File: config.mk
export PLATFORM = sky130hd
export DESIGN_NAME = keypad_matrix_scanner_flat
export DESIGN_NICKNAME = d
export VERILOG_FILES = /design/src/rtl/core/kms_pkg.sv /design/src/rtl/core/kms_if.sv /design/src/rtl/core/kms_ctrl.sv /design/src/rtl/core/kms_queue.sv /design/src/rtl/core/keypad_matrix_scanner.sv /design/src/flat_wrapper.sv
export SDC_FILE = /design/constraint.sdc
export NUM_CORES = 1
export LEC_CHECK = 0
export BUFFER_PORTS_ARGS = -buffer_cell sky130_fd_sc_hd__buf_2
export CORE_UTILIZATION = 47
export CTS_BUF_LIST = sky130_fd_sc_hd__clkbuf_4 sky130_fd_sc_hd__clkbuf_8
export DETAILED_ROUTE_END_ITERATION = 6
export GPL_TIMING_DRIVEN = 0
export HOLD_SLACK_MARGIN = 0.12
export PLACE_DENSITY = 0.73
export SYNTH_ARGS = -nofsm -noshare
export SYNTH_HDL_FRONTEND = slang
export SYNTH_HIERARCHICAL = 1
export SYNTH_SLANG_ARGS = --single-unit
File: constraint.sdc
create_clock -name clk -period 3.2 [get_ports clk]
set_clock_uncertainty 0.2 [all_clocks]
set_input_delay 0.64 -clock clk [delete_from_list [all_inputs] [get_ports clk]]
set_output_delay 0.64 -clock clk [all_outputs]
set_load 0.005 [all_outputs]
File: src/rtl/core/kms_pkg.sv
`timescale 1ns / 1ps
`default_nettype none
// ----------------------------------------------------------------------------
// kms_pkg: shared types and constants of the keypad matrix scanner
// Key code table, register indexes, widths and the push request type.
// ----------------------------------------------------------------------------
package kms_pkg;

    localparam int unsigned DEF_QUEUE_DEPTH = 5;

    localparam int unsigned CODE_W  = 8;
    localparam int unsigned LINES_W = 4;
    localparam int unsigned COUNT_W = 3;
    localparam int unsigned CFG_IDX_W  = 2;
    localparam int unsigned CFG_DATA_W = 8;

    // register indexes of the configuration port
    localparam logic [CFG_IDX_W-1:0] CFG_CONFIRM_WAIT   = 2'd0;
    localparam logic [CFG_IDX_W-1:0] CFG_HOLD_POLL_WAIT = 2'd1;
    localparam logic [CFG_IDX_W-1:0] CFG_POWER_KEY_EN   = 2'd2;

    localparam logic [7:0] RST_CONFIRM_WAIT   = 8'd1;
    localparam logic [7:0] RST_HOLD_POLL_WAIT = 8'd2;
    localparam logic       RST_POWER_KEY_EN   = 1'b1;

    localparam logic [CODE_W-1:0] POWER_CODE   = 8'h77;
    localparam logic [CODE_W-1:0] RELEASE_CODE = 8'h00;
    localparam logic [CODE_W-1:0] HI_MASK      = 8'hf0;
    localparam logic [CODE_W-1:0] LO_MASK      = 8'h0f;

    localparam logic [CODE_W-1:0] ROW_TAB [4] = '{8'hbe, 8'hdd, 8'h7b, 8'he7};

    // push request from the scanner into the key queue
    typedef struct packed {
        logic              valid;
        logic [CODE_W-1:0] code;
    } kms_push_t;

    function automatic logic [CODE_W-1:0] kms_key_code(input logic [1:0] row,
                                                      input logic [1:0] col);
        kms_key_code = (ROW_TAB[row] & HI_MASK) | (ROW_TAB[col] & LO_MASK);
    endfunction

endpackage
`default_nettype wire

File: src/rtl/core/kms_if.sv
`timescale 1ns / 1ps
`default_nettype none
// ----------------------------------------------------------------------------
// kms_if: request channels of the keypad matrix scanner
// Input channel (mode, column sample) and result channel (drive, code, status).
// ----------------------------------------------------------------------------
interface kms_in_if;
    logic       valid;
    logic       ready;
    logic       mode;
    logic [3:0] col_lines;

    modport source (output valid, output mode, output col_lines, input ready);
    modport sink   (input valid, input mode, input col_lines, output ready);
endinterface

interface kms_out_if;
    logic       valid;
    logic       ready;
    logic [3:0] row_drive;
    logic [7:0] key_code;
    logic       key_empty;
    logic [2:0] queue_count;

    modport source (output valid, output row_drive, output key_code,
                    output key_empty, output queue_count, input ready);
    modport sink   (input valid, input row_drive, input key_code,
                    input key_empty, input queue_count, output ready);
endinterface
`default_nettype wire

File: src/rtl/core/kms_ctrl.sv
`timescale 1ns / 1ps
`default_nettype none
// ----------------------------------------------------------------------------
// kms_ctrl: scan sequencer
// Edge detect, row scan with power key check, confirm and hold-poll waits.
// ----------------------------------------------------------------------------
module kms_ctrl
(
    input  wire logic                           clk,
    input  wire logic                           rst_n,
    input  wire logic                           cfg_we,
    input  wire logic [kms_pkg::CFG_IDX_W-1:0]  cfg_index,
    input  wire logic [kms_pkg::CFG_DATA_W-1:0] cfg_data,
    input  wire logic                           tick,
    input  wire logic [kms_pkg::LINES_W-1:0]    cols,
    output kms_pkg::kms_push_t                  push,
    output logic [kms_pkg::LINES_W-1:0]         drive_next
);
    import kms_pkg::*;

    localparam logic [2:0] PH_IDLE         = 3'd0;
    localparam logic [2:0] PH_SCAN         = 3'd1;
    localparam logic [2:0] PH_WAIT_CONFIRM = 3'd2;
    localparam logic [2:0] PH_WAIT_HOLD    = 3'd3;
    localparam logic [2:0] PH_SCAN_HOLD    = 3'd4;

    logic [7:0]         confirm_wait_reg;
    logic [7:0]         hold_poll_wait_reg;
    logic               power_en_reg;

    logic [2:0]         phase_reg, phase_next;
    logic [1:0]         row_reg, row_next;
    logic               power_step_reg, power_step_next;
    logic               pass_reg, pass_next;
    logic [CODE_W-1:0]  first_code_reg, first_code_next;
    logic [7:0]         wait_reg, wait_next;
    logic [LINES_W-1:0] prev_cols_reg, prev_cols_next;

    logic               col_hit;
    logic [1:0]         col_idx;
    logic               scan_done;
    logic               scan_found;
    logic [CODE_W-1:0]  scan_code;
    logic               code_match;

    always_ff @(posedge clk or negedge rst_n)
    begin
        if (!rst_n)
        begin
            confirm_wait_reg   <= RST_CONFIRM_WAIT;
            hold_poll_wait_reg <= RST_HOLD_POLL_WAIT;
            power_en_reg       <= RST_POWER_KEY_EN;
        end
        else if (cfg_we)
        begin
            unique case (cfg_index)
                CFG_CONFIRM_WAIT:   confirm_wait_reg   <= cfg_data;
                CFG_HOLD_POLL_WAIT: hold_poll_wait_reg <= cfg_data;
                CFG_POWER_KEY_EN:   power_en_reg       <= cfg_data[0];
                default:            ;
            endcase
        end
    end

    // lowest column reading low
    always_comb
    begin
        col_hit = 1'b1;
        col_idx = 2'd0;
        priority if (!cols[0]) col_idx = 2'd0;
        else if (!cols[1])     col_idx = 2'd1;
        else if (!cols[2])     col_idx = 2'd2;
        else if (!cols[3])     col_idx = 2'd3;
        else                   col_hit = 1'b0;
    end

    always_comb
    begin
        scan_done  = 1'b0;
        scan_found = 1'b0;
        scan_code  = POWER_CODE;
        if (power_step_reg)
        begin
            if (!cols[3])
            begin
                scan_done  = 1'b1;
                scan_found = 1'b1;
            end
        end
        else if (col_hit)
        begin
            scan_done  = 1'b1;
            scan_found = 1'b1;
            scan_code  = kms_key_code(row_reg, col_idx);
        end
        else if (row_reg == 2'd3)
        begin
            scan_done = 1'b1;
        end
    end

    assign code_match = scan_found && (scan_code == first_code_reg);

    always_comb
    begin
        phase_next      = phase_reg;
        row_next        = row_reg;
        power_step_next = power_step_reg;
        pass_next       = pass_reg;
        first_code_next = first_code_reg;
        wait_next       = wait_reg;
        prev_cols_next  = prev_cols_reg;
        push.valid      = 1'b0;
        push.code       = first_code_reg;

        if (tick)
        begin
            unique case (phase_reg)
                PH_IDLE:
                begin
                    // falling edge on any column starts the first pass
                    if ((prev_cols_reg & ~cols) != '0)
                    begin
                        pass_next       = 1'b0;
                        phase_next      = PH_SCAN;
                        row_next        = 2'd0;
                        power_step_next = power_en_reg;
                    end
                    prev_cols_next = cols;
                end
                PH_SCAN, PH_SCAN_HOLD:
                begin
                    if (scan_done)
                    begin
                        power_step_next = 1'b0;
                        row_next        = 2'd0;
                        if (phase_reg == PH_SCAN && !pass_reg)
                        begin
                            if (scan_found)
                            begin
                                first_code_next = scan_code;
                                pass_next       = 1'b1;
                                wait_next       = confirm_wait_reg;
                                phase_next      = PH_WAIT_CONFIRM;
                            end
                            else
                            begin
                                phase_next     = PH_IDLE;
                                pass_next      = 1'b0;
                                prev_cols_next = '0;
                            end
                        end
                        else if (code_match)
                        begin
                            push.valid = (phase_reg == PH_SCAN);
                            wait_next  = hold_poll_wait_reg;
                            phase_next = PH_WAIT_HOLD;
                        end
                        else
                        begin
                            // key gone or changed while held: queue a release
                            push.valid     = (phase_reg == PH_SCAN_HOLD);
                            push.code      = RELEASE_CODE;
                            phase_next     = PH_IDLE;
                            pass_next      = 1'b0;
                            prev_cols_next = '0;
                        end
                    end
                    else if (power_step_reg)
                    begin
                        power_step_next = 1'b0;
                    end
                    else
                    begin
                        row_next        = row_reg + 2'd1;
                        power_step_next = power_en_reg;
                    end
                end
                PH_WAIT_CONFIRM, PH_WAIT_HOLD:
                begin
                    if (wait_reg != '0)
                    begin
                        wait_next = wait_reg - 8'd1;
                    end
                    else
                    begin
                        phase_next      = (phase_reg == PH_WAIT_CONFIRM) ? PH_SCAN
                                                                         : PH_SCAN_HOLD;
                        row_next        = 2'd0;
                        power_step_next = power_en_reg;
                    end
                end
                default:
                begin
                    phase_next     = PH_IDLE;
                    pass_next      = 1'b0;
                    prev_cols_next = '0;
                end
            endcase
        end
    end

    always_comb
    begin
        if (phase_next == PH_SCAN || phase_next == PH_SCAN_HOLD)
        begin
            if (power_step_next)
                drive_next = '1;
            else
                drive_next = ~(LINES_W'(1) << row_next);
        end
        else
        begin
            drive_next = '0;
        end
    end

    always_ff @(posedge clk or negedge rst_n)
    begin
        if (!rst_n)
        begin
            phase_reg      <= PH_IDLE;
            row_reg        <= '0;
            power_step_reg <= 1'b0;
            pass_reg       <= 1'b0;
            first_code_reg <= '0;
            wait_reg       <= '0;
            prev_cols_reg  <= '1;
        end
        else
        begin
            phase_reg      <= phase_next;
            row_reg        <= row_next;
            power_step_reg <= power_step_next;
            pass_reg       <= pass_next;
            first_code_reg <= first_code_next;
            wait_reg       <= wait_next;
            prev_cols_reg  <= prev_cols_next;
        end
    end

    a_confirm_second_pass: assert property (@(posedge clk) disable iff (!rst_n)
        (phase_reg == PH_WAIT_CONFIRM) |-> pass_reg)
        else $error("confirm wait without a first pass");

    a_no_power_step_idle: assert property (@(posedge clk) disable iff (!rst_n)
        (phase_reg == PH_IDLE || phase_reg == PH_WAIT_CONFIRM ||
         phase_reg == PH_WAIT_HOLD) |-> !power_step_reg)
        else $error("power check pending outside a scan");

    a_push_only_on_tick: assert property (@(posedge clk) disable iff (!rst_n)
        push.valid |-> (tick && scan_done))
        else $error("push request without a finished scan");

endmodule
`default_nettype wire

File: src/rtl/core/kms_queue.sv
`timescale 1ns / 1ps
`default_nettype none
// ----------------------------------------------------------------------------
// kms_queue: key code queue
// Shift queue, oldest entry at the head; pushes into a full queue are dropped.
// ----------------------------------------------------------------------------
module kms_queue
#(
    parameter int unsigned QUEUE_DEPTH = kms_pkg::DEF_QUEUE_DEPTH
)
(
    input  wire logic                        clk,
    input  wire logic                        rst_n,
    input  wire kms_pkg::kms_push_t           push,
    input  wire logic                        pop,
    output logic [kms_pkg::CODE_W-1:0]       head,
    output logic                             empty,
    output logic [kms_pkg::COUNT_W-1:0]      count_next
);
    import kms_pkg::*;

    localparam int unsigned FILL_W = $clog2(QUEUE_DEPTH + 1);

    logic [CODE_W-1:0] entry_reg [QUEUE_DEPTH];
    logic [FILL_W-1:0] fill_reg, fill_next;
    logic              full;
    logic              do_push;
    logic              do_pop;

    assign empty   = (fill_reg == '0);
    assign full    = (fill_reg == FILL_W'(QUEUE_DEPTH));
    assign do_push = push.valid && !full;
    assign do_pop  = pop && !empty;
    assign head    = entry_reg[0];

    always_comb
    begin
        fill_next = fill_reg;
        if (do_pop)
            fill_next = fill_reg - FILL_W'(1);
        else if (do_push)
            fill_next = fill_reg + FILL_W'(1);
    end

    assign count_next = COUNT_W'(fill_next);

    always_ff @(posedge clk)
    begin
        for (int i = 0; i < QUEUE_DEPTH; i++)
        begin
            if (do_pop)
            begin
                if (i < QUEUE_DEPTH - 1)
                    entry_reg[i] <= entry_reg[(i + 1) % QUEUE_DEPTH];
            end
            else if (do_push && fill_reg == FILL_W'(i))
            begin
                entry_reg[i] <= push.code;
            end
        end
    end

    always_ff @(posedge clk or negedge rst_n)
    begin
        if (!rst_n)
            fill_reg <= '0;
        else
            fill_reg <= fill_next;
    end

    a_fill_in_range: assert property (@(posedge clk) disable iff (!rst_n)
        fill_reg <= FILL_W'(QUEUE_DEPTH))
        else $error("queue fill beyond depth");

    a_full_drops: assert property (@(posedge clk) disable iff (!rst_n)
        (push.valid && !pop && full) |=> full)
        else $error("push into full queue changed the fill");

    a_empty_pop_holds: assert property (@(posedge clk) disable iff (!rst_n)
        (pop && empty && !push.valid) |=> empty)
        else $error("pop on empty queue changed the fill");

endmodule
`default_nettype wire

File: src/rtl/core/keypad_matrix_scanner.sv
`timescale 1ns / 1ps
`default_nettype none
// ----------------------------------------------------------------------------
// keypad_matrix_scanner: 4x4 key matrix scanner with debounce and key queue
// Top level: input register, scan sequencer, key queue and result register.
// ----------------------------------------------------------------------------
// One request is taken every clock while the input does not stall. Each
// request (a scan tick with a column sample, or a pop) lands in an input
// register, is handled in a single pass of the scan sequencer or the key
// queue and comes out of the result register, where it is held until the
// sink takes it. The input register doubles as a skid stage: one more
// request is taken while a result waits for its sink, then the input stalls
// until the result goes.
// Drive the rows with row_drive of the last result and sample the columns
// before the next scan tick. Write the configuration registers only while no
// request is in flight.
module keypad_matrix_scanner
#(
    parameter int unsigned QUEUE_DEPTH = kms_pkg::DEF_QUEUE_DEPTH
)
(
    input  wire logic                           clk,
    input  wire logic                           rst_n,
    kms_in_if.sink                              key_in,
    kms_out_if.source                           key_out,
    input  wire logic                           cfg_we,
    input  wire logic [kms_pkg::CFG_IDX_W-1:0]  cfg_index,
    input  wire logic [kms_pkg::CFG_DATA_W-1:0] cfg_data
);
    import kms_pkg::*;

    logic               in_valid_reg;
    logic               in_mode_reg;
    logic [LINES_W-1:0] in_cols_reg;
    logic               advance;

    logic               out_valid_reg;
    logic [LINES_W-1:0] out_drive_reg;
    logic [CODE_W-1:0]  out_code_reg;
    logic               out_empty_reg;
    logic [COUNT_W-1:0] out_count_reg;

    kms_push_t          push;
    logic [LINES_W-1:0] drive_next;
    logic [CODE_W-1:0]  q_head;
    logic               q_empty;
    logic [COUNT_W-1:0] q_count_next;
    logic               tick;
    logic               pop;

    assign advance      = in_valid_reg && (!out_valid_reg || key_out.ready);
    assign key_in.ready = !in_valid_reg || advance;
    assign tick         = advance && !in_mode_reg;
    assign pop          = advance && in_mode_reg;

    always_ff @(posedge clk or negedge rst_n)
    begin
        if (!rst_n)
            in_valid_reg <= 1'b0;
        else if (key_in.ready)
            in_valid_reg <= key_in.valid;
    end

    always_ff @(posedge clk)
    begin
        if (key_in.ready && key_in.valid)
        begin
            in_mode_reg <= key_in.mode;
            in_cols_reg <= key_in.col_lines;
        end
    end

    kms_ctrl u_ctrl
    (
        .clk        (clk),
        .rst_n      (rst_n),
        .cfg_we     (cfg_we),
        .cfg_index  (cfg_index),
        .cfg_data   (cfg_data),
        .tick       (tick),
        .cols       (in_cols_reg),
        .push       (push),
        .drive_next (drive_next)
    );

    kms_queue #(.QUEUE_DEPTH(QUEUE_DEPTH)) u_queue
    (
        .clk        (clk),
        .rst_n      (rst_n),
        .push       (push),
        .pop        (pop),
        .head       (q_head),
        .empty      (q_empty),
        .count_next (q_count_next)
    );

    always_ff @(posedge clk or negedge rst_n)
    begin
        if (!rst_n)
            out_valid_reg <= 1'b0;
        else if (advance)
            out_valid_reg <= 1'b1;
        else if (key_out.ready)
            out_valid_reg <= 1'b0;
    end

    // hold the result until taken
    always_ff @(posedge clk)
    begin
        if (advance)
        begin
            out_drive_reg <= drive_next;
            out_code_reg  <= (pop && !q_empty) ? q_head : RELEASE_CODE;
            out_empty_reg <= pop && q_empty;
            out_count_reg <= q_count_next;
        end
    end

    assign key_out.valid       = out_valid_reg;
    assign key_out.row_drive   = out_drive_reg;
    assign key_out.key_code    = out_code_reg;
    assign key_out.key_empty   = out_empty_reg;
    assign key_out.queue_count = out_count_reg;

endmodule
`default_nettype wire
File: src/flat_wrapper.sv
// flat-port wrapper written by rule: the top's interface ports become plain ports
module keypad_matrix_scanner_flat import kms_pkg::*;
#(
    parameter int unsigned QUEUE_DEPTH = kms_pkg::DEF_QUEUE_DEPTH
)
  (clk, rst_n, cfg_we, cfg_index, cfg_data, key_in_valid, key_in_mode, key_in_col_lines, key_in_ready, key_out_valid, key_out_row_drive, key_out_key_code, key_out_key_empty, key_out_queue_count, key_out_ready);
  kms_in_if key_in_i ();
  kms_out_if key_out_i ();
  input  wire logic clk;
  input  wire logic rst_n;
  input  wire logic cfg_we;
  input  wire logic [kms_pkg::CFG_IDX_W-1:0] cfg_index;
  input  wire logic [kms_pkg::CFG_DATA_W-1:0] cfg_data;
  input wire logic [$bits(key_in_i.valid)-1:0] key_in_valid;
  input wire logic [$bits(key_in_i.mode)-1:0] key_in_mode;
  input wire logic [$bits(key_in_i.col_lines)-1:0] key_in_col_lines;
  output wire logic [$bits(key_in_i.ready)-1:0] key_in_ready;
  output wire logic [$bits(key_out_i.valid)-1:0] key_out_valid;
  output wire logic [$bits(key_out_i.row_drive)-1:0] key_out_row_drive;
  output wire logic [$bits(key_out_i.key_code)-1:0] key_out_key_code;
  output wire logic [$bits(key_out_i.key_empty)-1:0] key_out_key_empty;
  output wire logic [$bits(key_out_i.queue_count)-1:0] key_out_queue_count;
  input wire logic [$bits(key_out_i.ready)-1:0] key_out_ready;
  assign key_in_i.valid = key_in_valid;
  assign key_in_i.mode = key_in_mode;
  assign key_in_i.col_lines = key_in_col_lines;
  assign key_in_ready = key_in_i.ready;
  assign key_out_valid = key_out_i.valid;
  assign key_out_row_drive = key_out_i.row_drive;
  assign key_out_key_code = key_out_i.key_code;
  assign key_out_key_empty = key_out_i.key_empty;
  assign key_out_queue_count = key_out_i.queue_count;
  assign key_out_i.ready = key_out_ready;
  keypad_matrix_scanner #(.QUEUE_DEPTH(QUEUE_DEPTH)) u_core (.clk(clk), .rst_n(rst_n), .key_in(key_in_i), .key_out(key_out_i), .cfg_we(cfg_we), .cfg_index(cfg_index), .cfg_data(cfg_data));
endmodule
==> impl_results.md <==
* Setup crit start: u_core/in_cols_reg[1]$_DFFE_PP_
* Core Footprint at 11500 µm²
* Final nets at 548
* I/O pin count at 38
* Yosys Warn Count at 6
* Synth Flop Type: edfxtp_1
* Pin count of the biggest net entering global routing at 50
* Mapped Area at 5610 µm²
* PD cells at 704 nW/µm²
* Sink Count at 110
* Die area at 12400 µm²
* Reg clk slew, reported paths at 100 ps
* Max Fanout on Critical Path at 9
* Total power at 4.60 mW
* Total iterations of the first detailed-routing run at 7
* Grt total ovfl at 0
* Beginning of the worst hold path: key_in_col_lines[1]
* Layout cells sized above 1 at 36.7%
* Post-DP HPWL at 7580 µm
* #FFs+latches synth at 110
* Status: finished, violations left
* Num rows at 39
* # hold bufs at CTS at 0
* Number of global-route vias before repair at 3811
* Worst slew pin tran at 1270 ps
* Die Ht at 111 µm
* Max frequency at 310 MHz
* Cells after Synth at 452
* Area added between synthesis and finish at 16.6%
* Final Util at 56.8%
* MaxCap Viol Count at 0
* Gr usage total at 19.4%
* Placed Cells at 632
* Final WL at 11500 µm
* Detailed-route wire length per cell at 17.3 µm
* LEAKAGE at 2.58 nW
* DP Worst Slack at -536 ps
* Number of flip-flops in the largest register at 40
* Post-synth ARST share at 44.5%
* Final setup margin at -26.1 ps
* Critical path required time at 3130 ps
* Initial Util at 48.7%
* Seq/Total Area, Yosys at 54.6%
* Final min period at 3230 ps
* Final setup vio count at 7
* Mapped Nets at 484
* Area of the multi-input gates at 2510 µm²
* Cell variety after synth at 79
* Via count at 3850
* Via/cell ratio at 5.80
* First-pass GRT wire length at 18900 µm
* RR Startpoint: u_core/in_cols_reg[1]$_DFFE_PP_
* Fin. max-slew vios at 0
* EDFF count, synth at 61
* CTS tree: yes
* Crit path kind: register to register
* Critical Path Source Type: register
* Initial antenna violation count at 0
* Arr. time, crit path at 3160 ps
* Unrepaired setup endpoints after global routing: true
* FILL cells at 910
* Post-Layout Cell Count at 664
* Avg Synthesized Cell Area at 12.4 µm²
* ANT cells at 0
* Worst hold slack at 230 ps
* Clk_lat worst skew at 380 ps
* Die outline width at 111 µm
* CTS Root Cell: clkbuf_8
* Htree depth at 3
* Final hold violations at 0
* Slew HR at 15.0%
* # DRC at 12
* Failing checks: DRC, setup timing
* Worst VDD drop at 282 µV
* Hold Crit Class: primary input to register
* Initial DRC Count at 292
* Setup crit end kind: register
* Number of I/O port buffers at 37
* Period Utilization, post-route at 101%
* CTS Buffer Depth at 2
* Num CTS Buffers at 9
* FF/Latch Area at 3070 µm²
* Final ANT Viol Nets at 0
* Gp weighted congestion at 0.874
[cells in the mapped netlist (all sizes together), types with 2 or more instances]
cell     count  area, µm²
edfxtp      61       1830
mux2        54        608
dfrtp       42       1050
nor2        28        110
nand2       24        100
inv         19       71.3
buf         15        113
o21ai       14       70.1
a31oi       12       90.1
ha          12        150
a21oi       11       55.1
and2        10       62.6
clkbuf      10       37.5
nor2b       10       77.6
nor4b       10        115
nor3         9       45.0
nand2b       8       57.6
dfstp        7        184
nand3        6       30.0
nor3b        6       45.0
o22a         6       52.6
nand3b       5       37.5
nor4         5       31.3
a211oi       4       30.0
a22o         4       35.0
mux2i        4       40.0
or2          4       25.0
or3          4       25.0
a21o         3       23.8
a311oi       3       32.5
nand4        3       25.0
o31ai        3       36.3
xnor2        3       26.3
a21boi       2       15.0
and2b        2       16.3
and4b        2       21.3
o2111ai      2       17.5
o21a         2       15.0
o22ai        2       12.5
xor2         2       17.5
[worst paths after layout]
check / cells past startpoint / slack, ps / end
min: 1 / 230 / u_core/in_cols_reg[1]$_DFFE_PP_
max in group asynchronous: 1 / 1800 / u_core/u_ctrl/power_step_reg$_DFF_PN0_
min in group asynchronous: 1 / 260 / u_core/u_ctrl/hold_poll_wait_reg[5]$_DFFE_PN0P_
min reg2reg: 1 / 310 / u_core/u_ctrl/hold_poll_wait_reg[2]$_DFFE_PN0P_
max: 12 / -30 / u_core/u_queue/entry_reg[0][18]$_DFFE_PP_
max reg2reg: 12 / -30 / u_core/u_queue/entry_reg[0][18]$_DFFE_PP_
[critical path, cell delays in order, from the launching register on]
cell and delay [ps]:
edfxtp_1 340, buf_4 180, a31oi_2 130, or4b_4 520, nand3_1 120, nand3_2 110, mux2_4 320, nor2_4 110
buf_6 150, nand3b_1 170, nor2_4 190, buf_12 140, mux2_4 300
[layer usage]
metal	global-route usage (%)	part of all wire, %
met5	0	0
met4	7.48	2.2
met1	26.3	46
met2	30.3	47
met3	4.16	4.3
[area by class of cell]
class	instances	share of cell area, %
Timing Repair Buffer	53	5.05
Inverter	19	1.09
Buffer	25	2.66
Clock inverter	4	0.803
Tap cell	143	2.74
Sequential cell	110	46.9
Multi-Input combinational cell	298	38.3
Clock buffer	12	2.43
[cell families after synthesis]
logic type,count (synthesis),share of synthesized area [%]
AOI/OAI and AO/OA,81,10.7
xor gates and xnor gates,5,0.781
adders and majority gates,12,2.68
buffers and inverters,44,3.95
DFF,110,54.6
muxes,58,11.5
and+or+nand+nor,142,15.7
[power breakdown]
| group | switching (mW) | internal, mW | total (mW) |
|---|---|---|---|
| clock network | 0.465 | 0.417 | 0.882 |
| logic | 0.929 | 0.698 | 1.63 |
| registers | 0.234 | 1.86 | 2.09 |
| total | 1.63 | 2.97 | 4.60 |
[layout by cell type, fill, tap and decap left out, types with 5 or more instances in the layout]
cell / instances
a21oi_1: 10
a31oi_1: 10
and2_1: 10
buf_2: 37
buf_4: 24
clkbuf_1: 8
clkbuf_8: 11
dfrtp_1: 40
dfstp_2: 7
edfxtp_1: 61
ha_1: 9
inv_1: 17
mux2_2: 46
mux2_4: 8
nand2_1: 20
nand2b_1: 7
nand3_1: 5
nand3b_1: 5
nor2_1: 24
nor2b_1: 8
nor3_1: 8
nor4_1: 5
nor4b_1: 6
o21ai_0: 10
o22a_1: 6
[per-stage QoR]
| stage | instance area (µm²) | TNS, ps |
|---|---|---|
| floorplan | 5630 | 0 |
| global placement | 6000 | -16990 |
| detailed placement | 6000 | -19990 |
| CTS | 6380 | 0 |
| global route | 6540 | -2750 |
| finish | 6540 | -147 |
[repair_timing]
| action | 4_1_cts | 5_1_grt |
|---|---|---|
| endpoints found under the setup margin | 77 | 80 |
| gates resized for setup | 19 | 28 |
| setup buffers | 12 | 4 |
| pin swaps | 5 | 6 |
No activity file was read; power rests on OpenSTA's default activity.
